[src/sv/kcl_pkg.sv]
package kcl_pkg;

	// Internal lock state, one-hot
	typedef enum logic [4:0] {
		ST_IDLE    = 5'b00001,
		ST_ENTER   = 5'b00010,
		ST_ARMED   = 5'b00100,
		ST_NEWCODE = 5'b01000,
		ST_SHOW    = 5'b10000
	} lock_fsm_t;

	// Mode codes on the result port
	localparam logic [2:0] MODE_IDLE    = 3'd0;
	localparam logic [2:0] MODE_ENTER   = 3'd1;
	localparam logic [2:0] MODE_ARMED   = 3'd2;
	localparam logic [2:0] MODE_NEWCODE = 3'd3;
	localparam logic [2:0] MODE_SHOW    = 3'd4;

	// Message codes
	localparam logic [2:0] MSG_NONE    = 3'd0;
	localparam logic [2:0] MSG_OK      = 3'd1;
	localparam logic [2:0] MSG_WRONG   = 3'd2;
	localparam logic [2:0] MSG_BADLEN  = 3'd3;
	localparam logic [2:0] MSG_SAVED   = 3'd4;
	localparam logic [2:0] MSG_CHANGE  = 3'd5;
	localparam logic [2:0] MSG_NEWCODE = 3'd6;
	localparam logic [2:0] MSG_ENTER   = 3'd7;

	// Item kinds
	localparam logic OP_KEY  = 1'b0;
	localparam logic OP_TICK = 1'b1;

	// ASCII keys
	localparam logic [7:0] KEY_HASH = 8'h23;
	localparam logic [7:0] KEY_STAR = 8'h2A;
	localparam logic [7:0] KEY_ZERO = 8'h30;
	localparam logic [7:0] KEY_NINE = 8'h39;

	// Configuration register indexes
	localparam logic [1:0] REG_REPEAT_GUARD = 2'd0;
	localparam logic [1:0] REG_SHORT_HOLD   = 2'd1;
	localparam logic [1:0] REG_LONG_HOLD    = 2'd2;
	localparam logic [1:0] REG_MIN_LENGTH   = 2'd3;

	// Configuration reset values
	localparam logic [15:0] RST_REPEAT_GUARD = 16'd200;
	localparam logic [15:0] RST_SHORT_HOLD   = 16'd1000;
	localparam logic [15:0] RST_LONG_HOLD    = 16'd1500;
	localparam logic [3:0]  RST_MIN_LENGTH   = 4'd8;

	// Factory code: digits 1 to 8
	localparam int FACTORY_LENGTH = 8;

	function automatic logic [2:0] mode_code(lock_fsm_t st);
		logic [2:0] m;
		case (st)
			ST_IDLE:    m = MODE_IDLE;
			ST_ENTER:   m = MODE_ENTER;
			ST_ARMED:   m = MODE_ARMED;
			ST_NEWCODE: m = MODE_NEWCODE;
			ST_SHOW:    m = MODE_SHOW;
			default:    m = MODE_IDLE;
		endcase
		return m;
	endfunction

endpackage

[src/sv/keypad_code_lock.sv]
// Keypad code lock: an input transaction passes the input register, then the state update and
// the result register; throughput is one transaction per cycle while out_stall does not hold it.
// The whole update, including the parallel compare of all code digits, fits between the
// stage-1 register and the result register, so a new item enters every cycle unless stalled.
// Reset (arst_n low, asynchronous) returns to idle with the factory code 1..8, empty entry,
// default configuration and empty pipeline; the entry buffer itself is not cleared.
module keypad_code_lock #(
	parameter int MAX_CODE_DIGITS = 12
) (
	input  logic        clk,
	input  logic        arst_n,

	// configuration write channel
	input  logic        cfg_valid,
	output logic        cfg_ready,
	input  logic [1:0]  cfg_index,
	input  logic [15:0] cfg_data,

	// input channel
	input  logic        in_valid,
	output logic        in_stall,
	input  logic        op,
	input  logic [7:0]  key_code,
	input  logic [31:0] now_ms,

	// result channel
	output logic        out_valid,
	input  logic        out_stall,
	output logic [2:0]  mode,
	output logic [2:0]  message,
	output logic [3:0]  digits_entered,
	output logic        key_accepted,
	output logic        back_to_idle
);

	// Width of a digit count (0..MAX) and of a digit index (0..MAX-1)
	localparam int LEN_W = $clog2(MAX_CODE_DIGITS + 1);
	localparam int IDX_W = $clog2(MAX_CODE_DIGITS);
	// Common width for comparing a count with the 4-bit minimum length
	localparam int CMP_W = (LEN_W > 4) ? LEN_W : 4;
	localparam int RST_CODE_LEN =
		(MAX_CODE_DIGITS < kcl_pkg::FACTORY_LENGTH) ? MAX_CODE_DIGITS : kcl_pkg::FACTORY_LENGTH;

	// ------------------------------------------------------------------
	// Configuration registers; writes are always taken
	// ------------------------------------------------------------------
	logic [15:0] repeat_guard_q;
	logic [15:0] short_hold_q;
	logic [15:0] long_hold_q;
	logic [3:0]  min_len_q;

	assign cfg_ready = 1'b1;

	always_ff @(posedge clk or negedge arst_n) begin
		if (!arst_n) begin
			repeat_guard_q <= kcl_pkg::RST_REPEAT_GUARD;
			short_hold_q   <= kcl_pkg::RST_SHORT_HOLD;
			long_hold_q    <= kcl_pkg::RST_LONG_HOLD;
			min_len_q      <= kcl_pkg::RST_MIN_LENGTH;
		end else if (cfg_valid && cfg_ready) begin
			case (cfg_index)
				kcl_pkg::REG_REPEAT_GUARD: repeat_guard_q <= cfg_data;
				kcl_pkg::REG_SHORT_HOLD:   short_hold_q   <= cfg_data;
				kcl_pkg::REG_LONG_HOLD:    long_hold_q    <= cfg_data;
				kcl_pkg::REG_MIN_LENGTH:   min_len_q      <= cfg_data[3:0];
				default: ;
			endcase
		end
	end

	// ------------------------------------------------------------------
	// Pipeline control: stage 1 holds the accepted transaction, the
	// result register holds the finished result until it is taken.
	// ------------------------------------------------------------------
	logic        v_s1;
	logic        op_s1;
	logic [7:0]  key_s1;
	logic [31:0] now_s1;
	logic        out_valid_q;
	logic        advance;
	logic        fire;

	// Move stage 1 forward whenever the result slot is empty or being drained
	assign advance  = !out_valid_q || !out_stall;
	assign fire     = v_s1 && advance;
	assign in_stall = v_s1 && !advance;

	always_ff @(posedge clk or negedge arst_n) begin
		if (!arst_n) begin
			v_s1 <= 1'b0;
		end else if (!in_stall) begin
			v_s1 <= in_valid;
		end
	end

	// Payload of stage 1: load on every accepted transaction
	always_ff @(posedge clk) begin
		if (in_valid && !in_stall) begin
			op_s1  <= op;
			key_s1 <= key_code;
			now_s1 <= now_ms;
		end
	end

	// ------------------------------------------------------------------
	// Lock state
	// ------------------------------------------------------------------
	kcl_pkg::lock_fsm_t state_q, state_n;
	logic [2:0]       shown_msg_q, shown_msg_n;
	logic [LEN_W-1:0] entry_len_q, entry_len_n;
	logic [LEN_W-1:0] code_len_q, code_len_n;
	logic [15:0]      hold_q, hold_n;
	logic [7:0]       prev_key_q, prev_key_n;
	logic [31:0]      prev_time_q, prev_time_n;
	logic [3:0]       entry_q [MAX_CODE_DIGITS];
	logic [3:0]       code_q  [MAX_CODE_DIGITS];

	logic             entry_we;
	logic [IDX_W-1:0] entry_wa;
	logic             code_we;
	logic             accepted;
	logic             expired;
	logic             guard_hit;
	logic [31:0]      elapsed;
	logic             entry_match;
	logic             is_digit;
	logic             len_bad;
	logic [2:0]       msg_n;

	// Time since the last accepted key, modulo 2^32
	assign elapsed   = now_s1 - prev_time_q;
	assign guard_hit = (key_s1 == prev_key_q) && (elapsed < {16'd0, repeat_guard_q});

	// Compare the entry with the stored code, all positions at once
	always_comb begin
		entry_match = (entry_len_q == code_len_q);
		for (int i = 0; i < MAX_CODE_DIGITS; i++) begin
			if ((LEN_W'(i) < entry_len_q) && (entry_q[i] != code_q[i]))
				entry_match = 1'b0;
		end
	end

	always_comb begin
		is_digit = key_s1 inside {[kcl_pkg::KEY_ZERO : kcl_pkg::KEY_NINE]};
	end

	assign len_bad = (CMP_W'(entry_len_q) < CMP_W'(min_len_q))
		|| (entry_len_q > LEN_W'(MAX_CODE_DIGITS));

	// Next-state logic for one transaction
	always_comb begin
		state_n     = state_q;
		shown_msg_n = shown_msg_q;
		entry_len_n = entry_len_q;
		code_len_n  = code_len_q;
		hold_n      = hold_q;
		prev_key_n  = prev_key_q;
		prev_time_n = prev_time_q;
		entry_we    = 1'b0;
		entry_wa    = entry_len_q[IDX_W-1:0];
		code_we     = 1'b0;
		accepted    = 1'b0;
		expired     = 1'b0;

		if (op_s1 == kcl_pkg::OP_KEY) begin
			if (!guard_hit) begin
				accepted    = 1'b1;
				prev_key_n  = key_s1;
				prev_time_n = now_s1;
				if (state_q != kcl_pkg::ST_SHOW) begin
					if (key_s1 == kcl_pkg::KEY_HASH) begin
						state_n = kcl_pkg::ST_ARMED;
					end else if (key_s1 == kcl_pkg::KEY_STAR) begin
						case (state_q)
							kcl_pkg::ST_ENTER: begin
								state_n     = kcl_pkg::ST_SHOW;
								entry_len_n = '0;
								if (entry_match) begin
									shown_msg_n = kcl_pkg::MSG_OK;
									hold_n      = short_hold_q;
								end else begin
									shown_msg_n = kcl_pkg::MSG_WRONG;
									hold_n      = long_hold_q;
								end
							end
							kcl_pkg::ST_ARMED: begin
								state_n     = kcl_pkg::ST_NEWCODE;
								entry_len_n = '0;
							end
							kcl_pkg::ST_NEWCODE: begin
								state_n     = kcl_pkg::ST_SHOW;
								entry_len_n = '0;
								if (len_bad) begin
									shown_msg_n = kcl_pkg::MSG_BADLEN;
									hold_n      = long_hold_q;
								end else begin
									code_we     = 1'b1;
									code_len_n  = entry_len_q;
									shown_msg_n = kcl_pkg::MSG_SAVED;
									hold_n      = short_hold_q;
								end
							end
							default: ;
						endcase
					end else if (is_digit) begin
						// A digit in idle opens a fresh entry
						if (state_q == kcl_pkg::ST_IDLE) begin
							state_n     = kcl_pkg::ST_ENTER;
							entry_len_n = '0;
						end
						// Append unless armed or the buffer is full
						if ((state_n == kcl_pkg::ST_ENTER || state_n == kcl_pkg::ST_NEWCODE)
							&& (entry_len_n < LEN_W'(MAX_CODE_DIGITS))) begin
							entry_we    = 1'b1;
							entry_wa    = entry_len_n[IDX_W-1:0];
							entry_len_n = entry_len_n + 1'b1;
						end
					end
				end
			end
		end else if (state_q == kcl_pkg::ST_SHOW) begin
			// Count the hold down; one more tick at zero ends the message
			if (hold_q != 16'd0) begin
				hold_n = hold_q - 16'd1;
			end else begin
				state_n = kcl_pkg::ST_IDLE;
				expired = 1'b1;
			end
		end

		case (state_n)
			kcl_pkg::ST_SHOW:    msg_n = shown_msg_n;
			kcl_pkg::ST_ARMED:   msg_n = kcl_pkg::MSG_CHANGE;
			kcl_pkg::ST_NEWCODE: msg_n = kcl_pkg::MSG_NEWCODE;
			default:             msg_n = kcl_pkg::MSG_ENTER;
		endcase
	end

	// Control state and stored code: commit on each processed transaction
	always_ff @(posedge clk or negedge arst_n) begin
		if (!arst_n) begin
			state_q     <= kcl_pkg::ST_IDLE;
			shown_msg_q <= kcl_pkg::MSG_NONE;
			entry_len_q <= '0;
			code_len_q  <= LEN_W'(RST_CODE_LEN);
			hold_q      <= '0;
			prev_key_q  <= '0;
			prev_time_q <= '0;
			for (int i = 0; i < MAX_CODE_DIGITS; i++)
				code_q[i] <= (i < kcl_pkg::FACTORY_LENGTH) ? 4'(i + 1) : 4'd0;
		end else if (fire) begin
			state_q     <= state_n;
			shown_msg_q <= shown_msg_n;
			entry_len_q <= entry_len_n;
			code_len_q  <= code_len_n;
			hold_q      <= hold_n;
			prev_key_q  <= prev_key_n;
			prev_time_q <= prev_time_n;
			if (code_we) begin
				for (int i = 0; i < MAX_CODE_DIGITS; i++)
					code_q[i] <= entry_q[i];
			end
		end
	end

	// Entry buffer: no reset, only written positions are ever compared
	always_ff @(posedge clk) begin
		if (fire && entry_we)
			entry_q[entry_wa] <= key_s1[3:0];
	end

	// ------------------------------------------------------------------
	// Result register
	// ------------------------------------------------------------------
	logic [2:0] mode_q;
	logic [2:0] msg_q;
	logic [3:0] digits_q;
	logic       acc_q;
	logic       exp_q;

	always_ff @(posedge clk or negedge arst_n) begin
		if (!arst_n) begin
			out_valid_q <= 1'b0;
		end else if (advance) begin
			out_valid_q <= v_s1;
		end
	end

	always_ff @(posedge clk) begin
		if (fire) begin
			mode_q   <= kcl_pkg::mode_code(state_n);
			msg_q    <= msg_n;
			digits_q <= 4'(entry_len_n);
			acc_q    <= accepted;
			exp_q    <= expired;
		end
	end

	assign out_valid      = out_valid_q;
	assign mode           = mode_q;
	assign message        = msg_q;
	assign digits_entered = digits_q;
	assign key_accepted   = acc_q;
	assign back_to_idle   = exp_q;

	// ------------------------------------------------------------------
	// Assertions
	// ------------------------------------------------------------------
	a_entry_len_bound: assert property (@(posedge clk) disable iff (!arst_n)
		entry_len_q <= LEN_W'(MAX_CODE_DIGITS))
		else $error("entry length beyond buffer depth");

	a_show_msg: assert property (@(posedge clk) disable iff (!arst_n)
		(out_valid_q && mode_q == kcl_pkg::MODE_SHOW) |->
		(msg_q == kcl_pkg::MSG_OK || msg_q == kcl_pkg::MSG_WRONG
		|| msg_q == kcl_pkg::MSG_BADLEN || msg_q == kcl_pkg::MSG_SAVED))
		else $error("message mode without an outcome message");

	a_expire_idle: assert property (@(posedge clk) disable iff (!arst_n)
		(out_valid_q && exp_q) |-> (mode_q == kcl_pkg::MODE_IDLE && !acc_q))
		else $error("hold expiry without return to idle");

	a_hold_count: assert property (@(posedge clk) disable iff (!arst_n)
		(fire && op_s1 == kcl_pkg::OP_TICK && state_q == kcl_pkg::ST_SHOW && hold_q != 16'd0)
		|=> (hold_q == $past(hold_q) - 16'd1))
		else $error("hold count did not step down on a tick");

endmodule

[config.mk]
export PLATFORM = sky130hd
export DESIGN_NAME = keypad_code_lock
export DESIGN_NICKNAME = d
export VERILOG_FILES = /design/src/sv/kcl_pkg.sv /design/src/sv/keypad_code_lock.sv
export SDC_FILE = /design/constraint.sdc
export NUM_CORES = 1
export LEC_CHECK = 0
export ABC_CLOCK_PERIOD_IN_PS = 5400
export BUFFER_PORTS_ARGS = -buffer_cell sky130_fd_sc_hd__buf_2
export CAP_MARGIN = 0
export CELL_PAD_IN_SITES_DETAIL_PLACEMENT = 1
export CELL_PAD_IN_SITES_GLOBAL_PLACEMENT = 1
export CORE_MARGIN = 4
export CORE_UTILIZATION = 50
export CTS_CLUSTER_DIAMETER = 40
export DETAILED_ROUTE_END_ITERATION = 16
export MAX_ROUTING_LAYER = met4
export PLACE_DENSITY_LB_ADDON = 0.3
export SYNTH_ARGS = -nofsm -noshare
export SYNTH_HDL_FRONTEND = slang
export SYNTH_SLANG_ARGS = --single-unit
[constraint.sdc]
create_clock -name clk -period 5.4 [get_ports clk]
set_input_delay 1.08 -clock clk [delete_from_list [all_inputs] [get_ports clk]]
set_output_delay 1.08 -clock clk [all_outputs]
set_load 0.005 [all_outputs]
After elaboration in Yosys (flattened, before gate mapping):

Memories as Yosys holds them, arrays and structs flattened.
Index checks and enable logic that the tools add are counted.

* flip-flop bits (word level): 227
* bits in writable memories: 48
* input port bits: 64
* output and inout port bits: 15
* word-level logic and storage cells: 224
* memories: 1

Memory list
* entry_q: words 12, width 4, read ports 12, clocked after Yosys merged registers in 0, wr ports 1, RTL line keypad_code_lock.sv:115 `logic [3:0] entry_q [MAX_CODE_DIGITS];`

* add/subtract/negate cells: 3
* magnitude comparators: 18
* equal/unequal tests: 35
* multiplexer cells: 88
* bitwise operators: 4
* reductions and logical operators: 42

Operator list (number)
* $mux 16: 9
* $mux 4: 22
* $mux 5: 15
* $ne 4x4->1: 12
* $lt 32x16->1: 1
* $pmux 16 s2: 1
* $sub 32x32->32: 1
* $mux 1: 30
* $logic_and 1x1->1: 19
* $mux 3: 6
* $eq 8x6->1 const B: 2
* $lt 3x4->1 const A: 4
* $lt 4x4->1 const A: 4
* $reduce_and 8->1: 2
* $reduce_bool 16->1: 1
* $sub 16x1->16 const B: 1
* $eq 5x2->1 const B: 3
* $eq 5x4->1 const B: 3
* $pmux 3 s4: 1
* $reduce_and 2->1: 6
* $eq 5x3->1 const B: 2
* $eq 5x5->1 const B: 2
* $pmux 5 s2: 1
* $pmux 3 s3: 1
* other kinds (27): 41

Depth between registers and ports, before layout:

Gate-level depths: netlist (run 1).
An unclocked memory read counts as a cell.

* depth after elaboration: 23
* mapped depth: 25
* gate-level depth less buffers: 21

Worst setup path after synthesis (run 1):

Ideal clock, no wire load.

* path type: reg2reg
* start point: register now_s1[3]
* end point: register digits_q[1], in the netlist digits_entered[1] (data pin)
* library setup time: 0.261 ns
* data arrival time: 4.472 ns
* data required time: 5.139 ns
* path slack: 0.667 ns
* cell stages (with the launch flop): 20
* path buffers: 1
* period minus slack after synthesis: 4.733 ns
* path through: edfxtp_1 > ha_1 > a21o_1 > a21oi_1 > a21oi_1 > nor2_1 > nand2_1 > a21oi_1 > xnor2_1 > ha_1 > a221o_1 > nor3_2 > nand4b_1 > or4_1 > nor4_1 > o2111a_1 > nand4b_2 > and3_1 > clkbuf_1 > a221o_1

* word-level cells in the longest chain between the ends: 5

Ends and longest elaborated chain
* from (decl): RTL line keypad_code_lock.sv:78 `logic [31:0] now_s1;`
* from (signal assigned): RTL line keypad_code_lock.sv:101 `now_s1 <= now_ms;`
* $sub 32x32->32: RTL line keypad_code_lock.sv:131 `assign elapsed = now_s1 - prev_time_q;`
* $lt 32x16->1: RTL line keypad_code_lock.sv:132 `assign guard_hit = (key_s1 == prev_key_q) && (elapsed < {16'd0, repeat_guard_q});`
* $logic_and 1x1->1: RTL line keypad_code_lock.sv:132
* $mux 4: RTL line keypad_code_lock.sv:166 `if (!guard_hit) begin`
* $mux 4: RTL line keypad_code_lock.sv:165 `if (op_s1 == kcl_pkg::OP_KEY) begin`
* named net entry_len_n[1]: RTL line keypad_code_lock.sv:110 `logic [LEN_W-1:0] entry_len_q, entry_len_n;`
* to (signal assigned): RTL line keypad_code_lock.sv:293 `digits_q <= 4'(entry_len_n);`
* to (decl): RTL line keypad_code_lock.sv:277 `logic [3:0] digits_q;`

The timed path passes the listed nets, and every way through them passes these cells.
A chain may end at the register's enable or synchronous reset.

Final worst setup path (run 1):

* start point: register now_s1[0]
* end point: register msg_q[2], in the netlist message[2] (data pin)

* word-level cells in the longest chain between the ends: 7
* elaborated cells on any way between the ends: 11
* those cells by class: add/sub (1); order compare (1); eq/ne (3); mux (5); reduce/logical (1)

Ends and longest elaborated chain
* $sub 32x32->32 *: RTL line keypad_code_lock.sv:131
* $lt 32x16->1 *: RTL line keypad_code_lock.sv:132
* $logic_and 1x1->1 *: RTL line keypad_code_lock.sv:132
* $mux 5: RTL line keypad_code_lock.sv:166
* $mux 5: RTL line keypad_code_lock.sv:165
* $eq 5x4->1, or another cell as far along: RTL line keypad_code_lock.sv:231 `case (state_n)`
* $pmux 3 s3 *: RTL line keypad_code_lock.sv:231
* named net msg_n[2]: RTL line keypad_code_lock.sv:128 `logic [2:0] msg_n;`
* to (signal assigned): RTL line keypad_code_lock.sv:292 `msg_q <= msg_n;`
* to (decl): RTL line keypad_code_lock.sv:276 `logic [2:0] msg_q;`

The timed path passes the listed nets; every way through them passes the cells marked *.

==> impl_metrics.env, run 1 <==
export IMPL_relSlewSlack_pct=24.7
export IMPL_ant_nets=0
export IMPL_start_util_pct=51.0
export IMPL_core_area_mm2=0.0289
export IMPL_async_flop_share_pct=63.3
export IMPL_drc=0
export IMPL_worst_pin_slew_ns=1.10
export IMPL_globalplace_congestion=0.912
export IMPL_cts_buffers=41
export IMPL_finalWirelength_um=40500
export IMPL_p_leak_nw=7.37
export IMPL_root_buffer="clkbuf_16"
export IMPL_antenna_found_initial=0
export IMPL_syn_num_nets=1490
export IMPL_layout_drive_gt1_share_pct=24.6
export IMPL_yosys_warnings=0
export IMPL_dp_cells=1802
export IMPL_die_w_um=180
export IMPL_nFillCells=3037
export IMPL_synth_area_mux_share_pct=9.29
export IMPL_synthCells=1374
export IMPL_vias=11300
export IMPL_setup_viol=0
export IMPL_drv_cap=0
export IMPL_antennaDiodeCount=0
export IMPL_synth_area_mm2=0.0148
export IMPL_hp_class="register to register"
export IMPL_syn2layout_area_growth_pct=16.4
export IMPL_final_cell_mix="nand2_1, dfrtp_1, mux2_2, edfxtp_1, o21ai_0"
export IMPL_status="finished, final reports clean"
export IMPL_skew_ns=0.0190
export IMPL_wl_per_cell_um=21.4
export IMPL_drt_first_pass_iters=5
export IMPL_clk_pin_slew_worst_paths_ns=0.06
export IMPL_first_global_vias=11900
export IMPL_synthSimpleGateAreaFrac_pct=13.8
export IMPL_max_freq_mhz=190
export IMPL_hold_ws_ns=0.477
export IMPL_clk_latency_ns=0.54
export IMPL_synth_seq_area_share_pct=50.3
export IMPL_ys_types=89
export IMPL_synth_adder_area_share_pct=4.53
export IMPL_ir_drop_v=0.000282
export IMPL_worstSetupPathType="register to register"
export IMPL_fin_crit_sh_pct=97.4
export IMPL_cp_arrival_ns=5.54
export IMPL_grt_start_max_net_pins=92
export IMPL_ios=79
export IMPL_layout_commonest_cell="nand2_1"
export IMPL_endpoint_kind="register"
export IMPL_synth_edff_count=101
export IMPL_avgSynthCellArea_um2=10.7
export IMPL_grt_overflow=0
export IMPL_fin_crit_ns=5.26
export IMPL_grt_pass1_wl_um=65700
export IMPL_drtIter0Drc=952
export IMPL_io_buffers=77
export IMPL_nets=1586
export IMPL_final_max_slew_viol_count=0
export IMPL_avgViaCountPerCell=5.96
export IMPL_synth_compound_area_share_pct=13.0
export IMPL_die_h_um=180
export IMPL_num_rows=62
export IMPL_synth_main_ff_cell="dfrtp_1"
export IMPL_rsz0062_at_grt="true"
export IMPL_start_kind="register"
export IMPL_synth_top_family_by_area="simple AND/OR/NAND/NOR gates"
export IMPL_cts_num_sinks=275
export IMPL_crit_path_max_fanout=4
export IMPL_cts_tree="done"
export IMPL_synthXorXnorAreaFrac_pct=5.04
export IMPL_die_area_mm2=0.0323
export IMPL_place_detailed_hpwl_um=27900
export IMPL_cp_data_required_time_ns=5.68
export IMPL_power_density_mw_per_mm2=401
export IMPL_clk_path_buf_depth=3
export IMPL_htreeDepth=2
export IMPL_hold_violations=0
export IMPL_synth_seq_cells=275
export IMPL_grt_usage_pct=25.4
export IMPL_layout_cells_non_filler=1887
==> cell usage after synthesis, types with 5 or more instances <==
cell,n,area (µm²)
clkbuf_1,26,97.6
nand2b_1,16,100
edfxtp_1,101,3030
mux2i_1,20,200
or3_1,9,56.3
nand2_1,145,544
ha_1,51,638
nor3b_1,6,45.0
o21a_1,9,67.6
a21oi_2,5,43.8
buf_4,9,67.6
or2_2,9,56.3
inv_1,81,304
buf_2,21,105
nor2_1,72,270
a22o_1,5,43.8
nand4_1,18,113
a21o_1,12,90.1
a21oi_1,53,265
o21ai_1,7,35.0
or4_1,5,37.5
xnor2_1,40,350
nor3_1,33,165
a221o_1,6,60.1
mux2_2,101,1140
o211ai_1,13,97.6
dfrtp_1,142,3550
dfstp_2,32,841
a211o_1,6,52.6
xor2_1,45,394
a211oi_1,6,45.0
nand3_1,31,155
nand4b_1,6,52.6
o21ai_0,97,485
a31oi_1,10,62.6
and3_1,11,68.8
nor4_1,19,119
a222oi_1,12,120
==> final timing paths <==
| check | depth (start not counted) | from | slack (ns) | to |
|---|---|---|---|---|
| setup / recovery | 21 | now_s1[0] | 0.14 | message[2] |
| hold / removal | 2 | now_s1[2] | 0.48 | prev_time_q[2] |
| setup reg to reg | 21 | now_s1[0] | 0.14 | message[2] |
| hold reg to reg | 2 | now_s1[2] | 0.48 | prev_time_q[2] |
| max in group asynchronous | 2 | arst_n | 3.62 | code_q[23] |
| min in group asynchronous | 1 | arst_n | 0.62 | long_hold_q[5] |
==> layer usage <==
metal  GRT usage (%)  wire length [µm]  vias up
li1                -                 -     5191
met1            34.4             18000     5661
met2            40.7             19500      321
met3            3.70              2020       81
met4            6.61               971        0
met5               -                 0        -
==> where the power goes <==
group,leakage (nW),internal (mW),switching (mW)
combinational,3.61,0.676,1.09
sequential,3.08,2.38,0.122
clock,0.671,1.61,1.02
total,7.37,4.66,2.24
==> logic make-up (layout without fill, tap and decap cells) <==
logic type,count (synthesis),count (layout)
simple gates,407,407
compound gates,289,289
flops,275,275
buf+inv,140,269
mux,124,124
xor+xnor,85,85
fa+ha+maj,53,53
other cells,1,1
==> sequential cells by signal, summed over array words and instances (netlist names), 4 cells and up <==
signal	cells
prev_time_q	32
short_hold_q	16
hold_q	16
entry_q	48
repeat_guard_q	16
digits_entered	4
long_hold_q	16
entry_len_q	4
min_len_q	4
now_s1	32
prev_key_q	8
state_q	5
code_len_q	4
key_s1	8
code_q	48
==> area by class of cell <==
class / instances / area, µm² / share of cell area, %
clock buffers: 48 / 1070 / 6.24
flip-flops and latches: 275 / 7430 / 43.2
inverters: 83 / 312 / 1.81
clock inverters: 28 / 300 / 1.75
repair buffers: 110 / 693 / 4.03
well taps: 384 / 480 / 2.80
multi-input cells: 959 / 6900 / 40.1
==> critical path, cell delays in order (launching register included) <==
cell,delay [ns]
edfxtp_1,0.35
inv_1,0.05
ha_1,0.22
fa_1,0.41
nand2b_1,0.22
a21oi_4,0.23
nor2_1,0.11
o21ai_2,0.15
a21o_1,0.14
a21oi_1,0.08
xnor2_1,0.19
ha_1,0.28
and4_1,0.22
a221o_1,0.36
nand2_1,0.14
and4b_1,0.20
o2111a_1,0.20
o2111ai_2,0.17
or4_4,0.50
o311ai_4,0.27
nand4b_1,0.23
a211o_1,0.29
==> timing repair <==
action                                 in CTS  in global routing
resized for setup                           9                 26
buffers inserted                            0                  9
hold buffers                                0                  0
setup endpoints to repair                  97                169
endpoints found under the hold margin       0                  0
pin swaps                                   0                  7
==> per-stage QoR <==
stage / area, µm² / setup WS (ns) / setup TNS, ns / total power, mW / util (%)
final: 17200 / 0.143 / 0 / 6.90 / 59.4
after global routing: 17200 / -0.101 / -2.56 / 7.27 / 59.4
after CTS: 17000 / 0.0464 / 0 / 6.89 / 58.7
after detailed placement: 15600 / -0.242 / -5.62 / 4.20 / 53.8
after global placement: 15600 / 0.0920 / 0 / 4.12 / 53.8
after floorplan: 14800 / 0.667 / 0 / 3.69 / -
Note: power is estimated with default switching activity, not from simulation.
==> inputs of run 2 (changes only) <==
Settings changed: ABC_AREA set to 1, CORE_UTILIZATION 50 to 47, PLACE_DENSITY_LB_ADDON 0.3 to 0.1.
==> impl_metrics.env, run 2 <==
export IMPL_ys_top_cells_by_count="nand2_1, inv_1, dfrtp_1, o21ai_0, nor2_1"
export IMPL_first_global_vias=13200
export IMPL_cp_data_required_time_ns=5.89
export IMPL_core_area_mm2=0.0307
export IMPL_synth_area_leader_cell="dfrtp_1"
export IMPL_antenna_found_initial=0
export IMPL_p_clk_share_pct=38.7
export IMPL_power_density_mw_per_mm2=452
export IMPL_yosys_warnings=0
export IMPL_grt_overflow=0
export IMPL_cp_num_buf_inv=3
export IMPL_clk_latency_ns=0.56
export IMPL_crit_path_max_fanout=49
export IMPL_cp_common_cell="nand2_1"
export IMPL_start_kind="register"
export IMPL_crit_start="now_s1[11]"
export IMPL_worstSetupPathType="register to register"
export IMPL_cts_tree="done"
export IMPL_final_area_mm2=0.0171
export IMPL_clk_path_buf_depth=3
export IMPL_synth_top_area_share_pct=24.1
export IMPL_die_area_mm2=0.0343
export IMPL_relSlewSlack_pct=29.4
export IMPL_finalWirelength_um=40100
export IMPL_synth_area_mm2=0.0148
export IMPL_root_buffer="clkbuf_16"
export IMPL_clk_pin_slew_worst_paths_ns=0.05
export IMPL_io_buffers=77
export IMPL_cts_num_sinks=275
export IMPL_endpoint_kind="register"
export IMPL_rrSetupSlack_ns=1.05
export IMPL_ios=79
export IMPL_synth_edff_count=101
export IMPL_grt_usage_pct=24.8
export IMPL_reg_largest_list="code_q (48), entry_q (48)"
export IMPL_htreeDepth=2
export IMPL_hold_violations=0
export IMPL_ir_drop_v=0.000320
export IMPL_synth_area_leaders="dfrtp_1, edfxtp_1, nand2_1, inv_1, dfstp_2"
export IMPL_die_h_um=185
export IMPL_dp_slack_ns=1.08
export IMPL_drt_first_pass_iters=5
export IMPL_switching_share_pct=34.2
export IMPL_reg2reg_depth=26
export IMPL_antennaDiodeCount=0
export IMPL_ys_types=50
export IMPL_layout_drive_gt1_share_pct=11.6
export IMPL_grt_start_max_net_pins=97
export IMPL_rr_endpoint="code_q[19]"
export IMPL_final_cell_mix="nand2_1, inv_1, dfrtp_1, o21ai_0, nor2_1"
export IMPL_crit_end="code_q[19]"
export IMPL_start_util_pct=48.0
export IMPL_cts_buffers=45
export IMPL_setup_viol=0
export IMPL_dpl_cell_area_mm2=0.0155
export IMPL_fin_crit_ns=4.35
export IMPL_postCtsSetupBuffers=0
export IMPL_critPathTopFamily="simple AND/OR/NAND/NOR gates"
export IMPL_avgSynthCellArea_um2=8.20
export IMPL_fin_tns_setup_ns=0
export IMPL_grt_pass1_wl_um=66500
export IMPL_status="finished, final reports clean"
export IMPL_switchingPower_mw=2.64
export IMPL_syn2layout_area_growth_pct=15.7
export IMPL_synth_main_ff_cell="dfrtp_1"
export IMPL_r2r_start="now_s1[11]"
export IMPL_power_frac_comb_pct=26.8
export IMPL_cp_arrival_ns=4.84
export IMPL_crit_path_max_incr_delay_ns=0.63
export IMPL_drtIter0Drc=541
export IMPL_p_seq_share_pct=34.5
export IMPL_ant_nets=0
export IMPL_yosysMostFrequentCell="nand2_1"
export IMPL_worst_pin_slew_ns=1.06
export IMPL_fin_ws_ns=1.05
export IMPL_drv_cap=0
export IMPL_max_freq_mhz=230
export IMPL_globalplace_congestion=0.882
export IMPL_place_detailed_hpwl_um=28800
export IMPL_cpMaxStageDelayCell="inv_2"
export IMPL_num_rows=64
export IMPL_final_max_slew_viol_count=0
export IMPL_rsz0062_at_grt="false"
export IMPL_internal_power_mw=5.08
export IMPL_wl_per_cell_um=17.3
export IMPL_layout_commonest_cell="nand2_1"
export IMPL_synthCells=1799
export IMPL_die_w_um=185
export IMPL_async_flop_share_pct=63.3
export IMPL_skew_ns=0.0169
export IMPL_ctsResizeCount=0
export IMPL_vias=12300
export IMPL_avgViaCountPerCell=5.29
export IMPL_p_leak_nw=8.26
export IMPL_nets=2003
export IMPL_hp_class="register to register"
export IMPL_drc=0
export IMPL_syn_num_nets=1915
export IMPL_fin_crit_sh_pct=80.5
export IMPL_crit_cells=26
export IMPL_synth_seq_cells=275
export IMPL_synth_seq_area_share_pct=50.3
export IMPL_cts_hold_repair_buffers=0
## run 2: changes by cell type after synthesis, sizes merged, moves of 17 or more
| cell | delta |
|---|---|
| inv | +175 |
| mux2 | -104 |
| mux2i | -20 |
| nand2 | +447 |
| nand3 | +36 |
| nor2 | +55 |
| nor3 | -20 |
| o21ai | +39 |
| xor2 | -17 |
## run 2: worst register-to-register path, cell delays in order, from the launching register on
cell,delay (ns)
edfxtp_1,0.41
ha_1,0.40
nand2_1,0.14
nor2_1,0.26
nand2_1,0.13
clkinv_1,0.06
nand2_1,0.05
nand2_1,0.10
xor2_1,0.08
ha_1,0.19
a21oi_1,0.14
nand2_1,0.08
nor2_1,0.14
o211ai_1,0.12
nor2_1,0.12
nand3_1,0.09
nor2_1,0.12
nand3_2,0.09
nor2_2,0.13
nand2_4,0.12
nand3_2,0.13
inv_2,0.08
nand2_2,0.10
nor3_4,0.05
inv_2,0.63
nand2_1,0.20
nand2_1,0.14
## run 2: metal layers
metal / vias up / routed length [µm] / share of wire, % / track usage, %
met5: - / 0 / 0 / -
met1: 6025 / 17300 / 43 / 30.2
li1: 5953 / - / - / -
met4: 0 / 1230 / 3.1 / 8.13
met2: 204 / 20200 / 50 / 42.8
met3: 78 / 1340 / 3.3 / 3.42
## run 2: cell type report
type | count | area [µm²]
Clock inverter | 30 | 384
Sequential cell | 275 | 7430
Fill cell | 3713 | 13700
Multi-Input combinational cell | 1221 | 6150
Timing Repair Buffer | 84 | 457
Inverter | 260 | 976
Tap cell | 396 | 495
Clock buffer | 53 | 1190
## run 2: kinds of logic (layout without fill, tap and decap cells)
family | Yosys count | in the layout | share of synthesized area, %
and+or+nand+nor | 851 | 851 | 23.7
buffers and inverters | 303 | 427 | 8.02
DFF | 275 | 275 | 50.3
AOI/OAI and AO/OA | 241 | 241 | 8.97
xor gates and xnor gates | 76 | 76 | 4.51
adders and majority gates | 52 | 52 | 4.46
other | 1 | 1 | 0.0254
## run 2: per-stage QoR
| stage | hold slack, ns | power (mW) | cells | util [%] |
|---|---|---|---|---|
| 2_1_floorplan | 0.434 | 4.13 | 1799 | - |
| 3_3_place_gp | 0.445 | 4.65 | 2236 | 50.4 |
| 3_5_place_dp | 0.457 | 4.76 | 2236 | 50.4 |
| 4_1_cts | 0.473 | 7.80 | 2319 | 55.5 |
| 5_1_grt | 0.494 | 8.25 | 2319 | 55.5 |
| 6_report | 0.473 | 7.72 | 2319 | 55.5 |
## run 2: worst min-delay path by stage
stage / endpoint / startpoint / slack, ns / cells after the start
CTS: code_q[25] / code_q[25] / 0.47 / 2
floorplan: out_valid / v_s1 / 0.43 / 2
detailed placement: out_valid / v_s1 / 0.46 / 2
global route: code_q[25] / code_q[25] / 0.49 / 2
finish: code_q[25] / code_q[25] / 0.47 / 2
global placement: out_valid / v_s1 / 0.44 / 2
## run 2: power groups by stage
| stage | Clock (mW) | Sequential (mW) | Combinational [mW] |
|---|---|---|---|
| 5_1_grt | 3.15 | 2.69 | 2.41 |
| 6_report | 2.99 | 2.66 | 2.07 |
| 4_1_cts | 3.04 | 2.66 | 2.10 |
| 3_5_place_dp | 0 | 2.69 | 2.07 |
| 3_3_place_gp | 0 | 2.67 | 1.98 |
| 2_1_floorplan | 0 | 2.63 | 1.50 |
==> inputs of run 3 (changes only) <==
Settings changed: ABC_AREA 1 to 0, ABC_CLOCK_PERIOD_IN_PS 5400 to 4300, CORE_UTILIZATION 47 to 50.
Clock period 5.4 ns to 4.3 ns, I/O delays scaled along.
==> impl_metrics.env, run 3 (same netlist as run 1, synthesis figures left out) <==
export IMPL_status="finished, violations left"
export IMPL_violations="negative setup slack"
export IMPL_reg2reg_depth=23
export IMPL_grt_pass1_wl_um=80100
export IMPL_ir_drop_v=0.000323
export IMPL_fin_crit_ns=5.35
export IMPL_crit_start="now_s1[3]"
export IMPL_grtUsageMet3_pct=4.91
export IMPL_root_buffer="clkbuf_16"
export IMPL_hp_class="input pin to asynchronous set/reset pin"
export IMPL_use_met1_pct=38.6
export IMPL_dp_cells=1915
export IMPL_power_density_mw_per_mm2=492
export IMPL_final_max_slew_viol_count=0
export IMPL_final_cell_mix="dfrtp_1, buf_4, nand2_1, edfxtp_1, inv_1"
export IMPL_grt_start_max_net_pins=80
export IMPL_final_util_pct=69.0
export IMPL_cp_arrival_ns=5.61
export IMPL_skew_ns=0.0223
export IMPL_grtUsageMet2_pct=54.2
export IMPL_nets=1748
export IMPL_r2r_start="now_s1[3]"
export IMPL_cts_hold_repair_buffers=0
export IMPL_wl_per_cell_um=28.3
export IMPL_place_detailed_hpwl_um=30500
export IMPL_antennaDiodeCount=0
export IMPL_num_rows=62
export IMPL_ios=79
export IMPL_worstSetupPathType="register to register"
export IMPL_grt_usage_pct=31.8
export IMPL_crit_path_max_incr_delay_ns=0.53
export IMPL_core_area_mm2=0.0289
export IMPL_layout_commonest_cell="dfrtp_1"
export IMPL_die_area_mm2=0.0323
export IMPL_hold_ws_ns=0.322
export IMPL_die_h_um=180
export IMPL_dpl_cell_area_mm2=0.0167
export IMPL_avgViaCountPerCell=6.45
export IMPL_crit_path_max_fanout=4
export IMPL_syn2layout_area_growth_pct=35.4
export IMPL_fin_ws_ns=-1.05
export IMPL_endpoint_kind="register"
export IMPL_clk_pin_slew_worst_paths_ns=0.06
export IMPL_fin_crit_sh_pct=124
export IMPL_setup_viol=179
export IMPL_max_freq_mhz=187
export IMPL_grt_overflow=0
export IMPL_fin_total_pwr_mw=9.82
export IMPL_final_area_mm2=0.0200
export IMPL_fin_tns_setup_ns=-119.45
export IMPL_vias=13200
export IMPL_reg_largest_list="code_q (48), entry_q (48)"
export IMPL_clk_latency_ns=0.53
export IMPL_nFillCells=2861
export IMPL_cts_buffers=41
export IMPL_crit_end="message[1]"
export IMPL_layout_cells_non_filler=2048
export IMPL_rr_endpoint="message[1]"
export IMPL_layout_drive_gt1_share_pct=39.4
export IMPL_drv_cap=0
export IMPL_first_global_vias=14100
export IMPL_top_usage_layer="met2"
export IMPL_p_leak_nw=8.89
export IMPL_finalWirelength_um=58100
export IMPL_start_util_pct=51.0
export IMPL_io_buffers=77
export IMPL_cp_data_required_time_ns=4.56
export IMPL_globalplace_congestion=0.915
export IMPL_cts_num_sinks=275
export IMPL_drt_first_pass_iters=9
export IMPL_antenna_found_initial=0
export IMPL_die_w_um=180
export IMPL_rsz0062_at_grt="true"
export IMPL_rrSetupSlack_ns=-1.05
export IMPL_worst_pin_slew_ns=1.13
export IMPL_cts_tree="done"
export IMPL_drc=0
export IMPL_htreeDepth=2
export IMPL_relSlewSlack_pct=24.1
export IMPL_dp_slack_ns=-0.776
export IMPL_start_kind="register"
export IMPL_ant_nets=0
export IMPL_cpMaxStageDelayCell="o41ai_1"
export IMPL_hold_violations=0
export IMPL_worstPathCellList="ha_4 > a21o_1 > a21oi_4 > nand2_1 > a31oi_2 > o21bai_1 > a21oi_1 > xnor2_1 > ha_1 > a21o_1 > a21o_1 > a221o_1 > nand2_2 > and4b_1 > o2111a_1 > o2111ai_2 > o41ai_1 > buf_4 > buf_4 > o311ai_4 > buf_4 > a211oi_2 > a31oi_4"
export IMPL_clk_path_buf_depth=3
export IMPL_drtIter0Drc=1288
## run 3: worst min-delay path by stage
stage,slack (ns),startpoint,end
detailed placement,0.48,now_s1[10],prev_time_q[10]
finish,0.32,arst_n,long_hold_q[5]
CTS,0.34,arst_n,long_hold_q[9]
global placement,0.46,hold_q[1],hold_q[1]
floorplan,0.45,hold_q[1],hold_q[1]
global route,0.35,arst_n,short_hold_q[1]
## run 3: worst max-delay path, delay by kind of cell, from the launching register on
family / cells / cell delay, ns
DFF: 1 / 0.48
and+or+nand+nor: 3 / 0.38
xor gates and xnor gates: 1 / 0.16
buffers and inverters: 3 / 0.53
AOI/OAI and AO/OA: 14 / 2.96
adders and majority gates: 2 / 0.55
## run 3: cell type report
class                   count  area [µm²]  area share [%]
clock inverters            25         319            1.60
clock buffers              50        1110            5.56
inverters                  83         312            1.56
flip-flops and latches    275        7430            37.2
repair buffers            270        2370            11.9
multi-input cells         961        7960            39.8
well taps                 384         480            2.40
## run 3: timing repair
action / 4_1_cts / 5_1_grt
setup endpoints to repair: 179 / 179
resized for setup: 225 / 107
setup buffers: 32 / 22
gates cloned: 13 / 3
pin swaps: 59 / 44
## run 3: routing by layer
metal | wire, µm | share of wire, % | vias to the layer above
met5 | 0 | 0 | -
met4 | 2790 | 4.8 | 0
met3 | 3770 | 6.5 | 255
met2 | 29400 | 51 | 737
met1 | 22100 | 38 | 6696
li1 | - | - | 5531
## run 3: report_power, final
part | total (mW) | switching [mW] | leakage (nW) | internal (mW)
Combinational | 3.12 | 1.82 | 5.12 | 1.29
Clock | 3.54 | 1.36 | 0.681 | 2.17
Sequential | 3.17 | 0.175 | 3.08 | 2.99
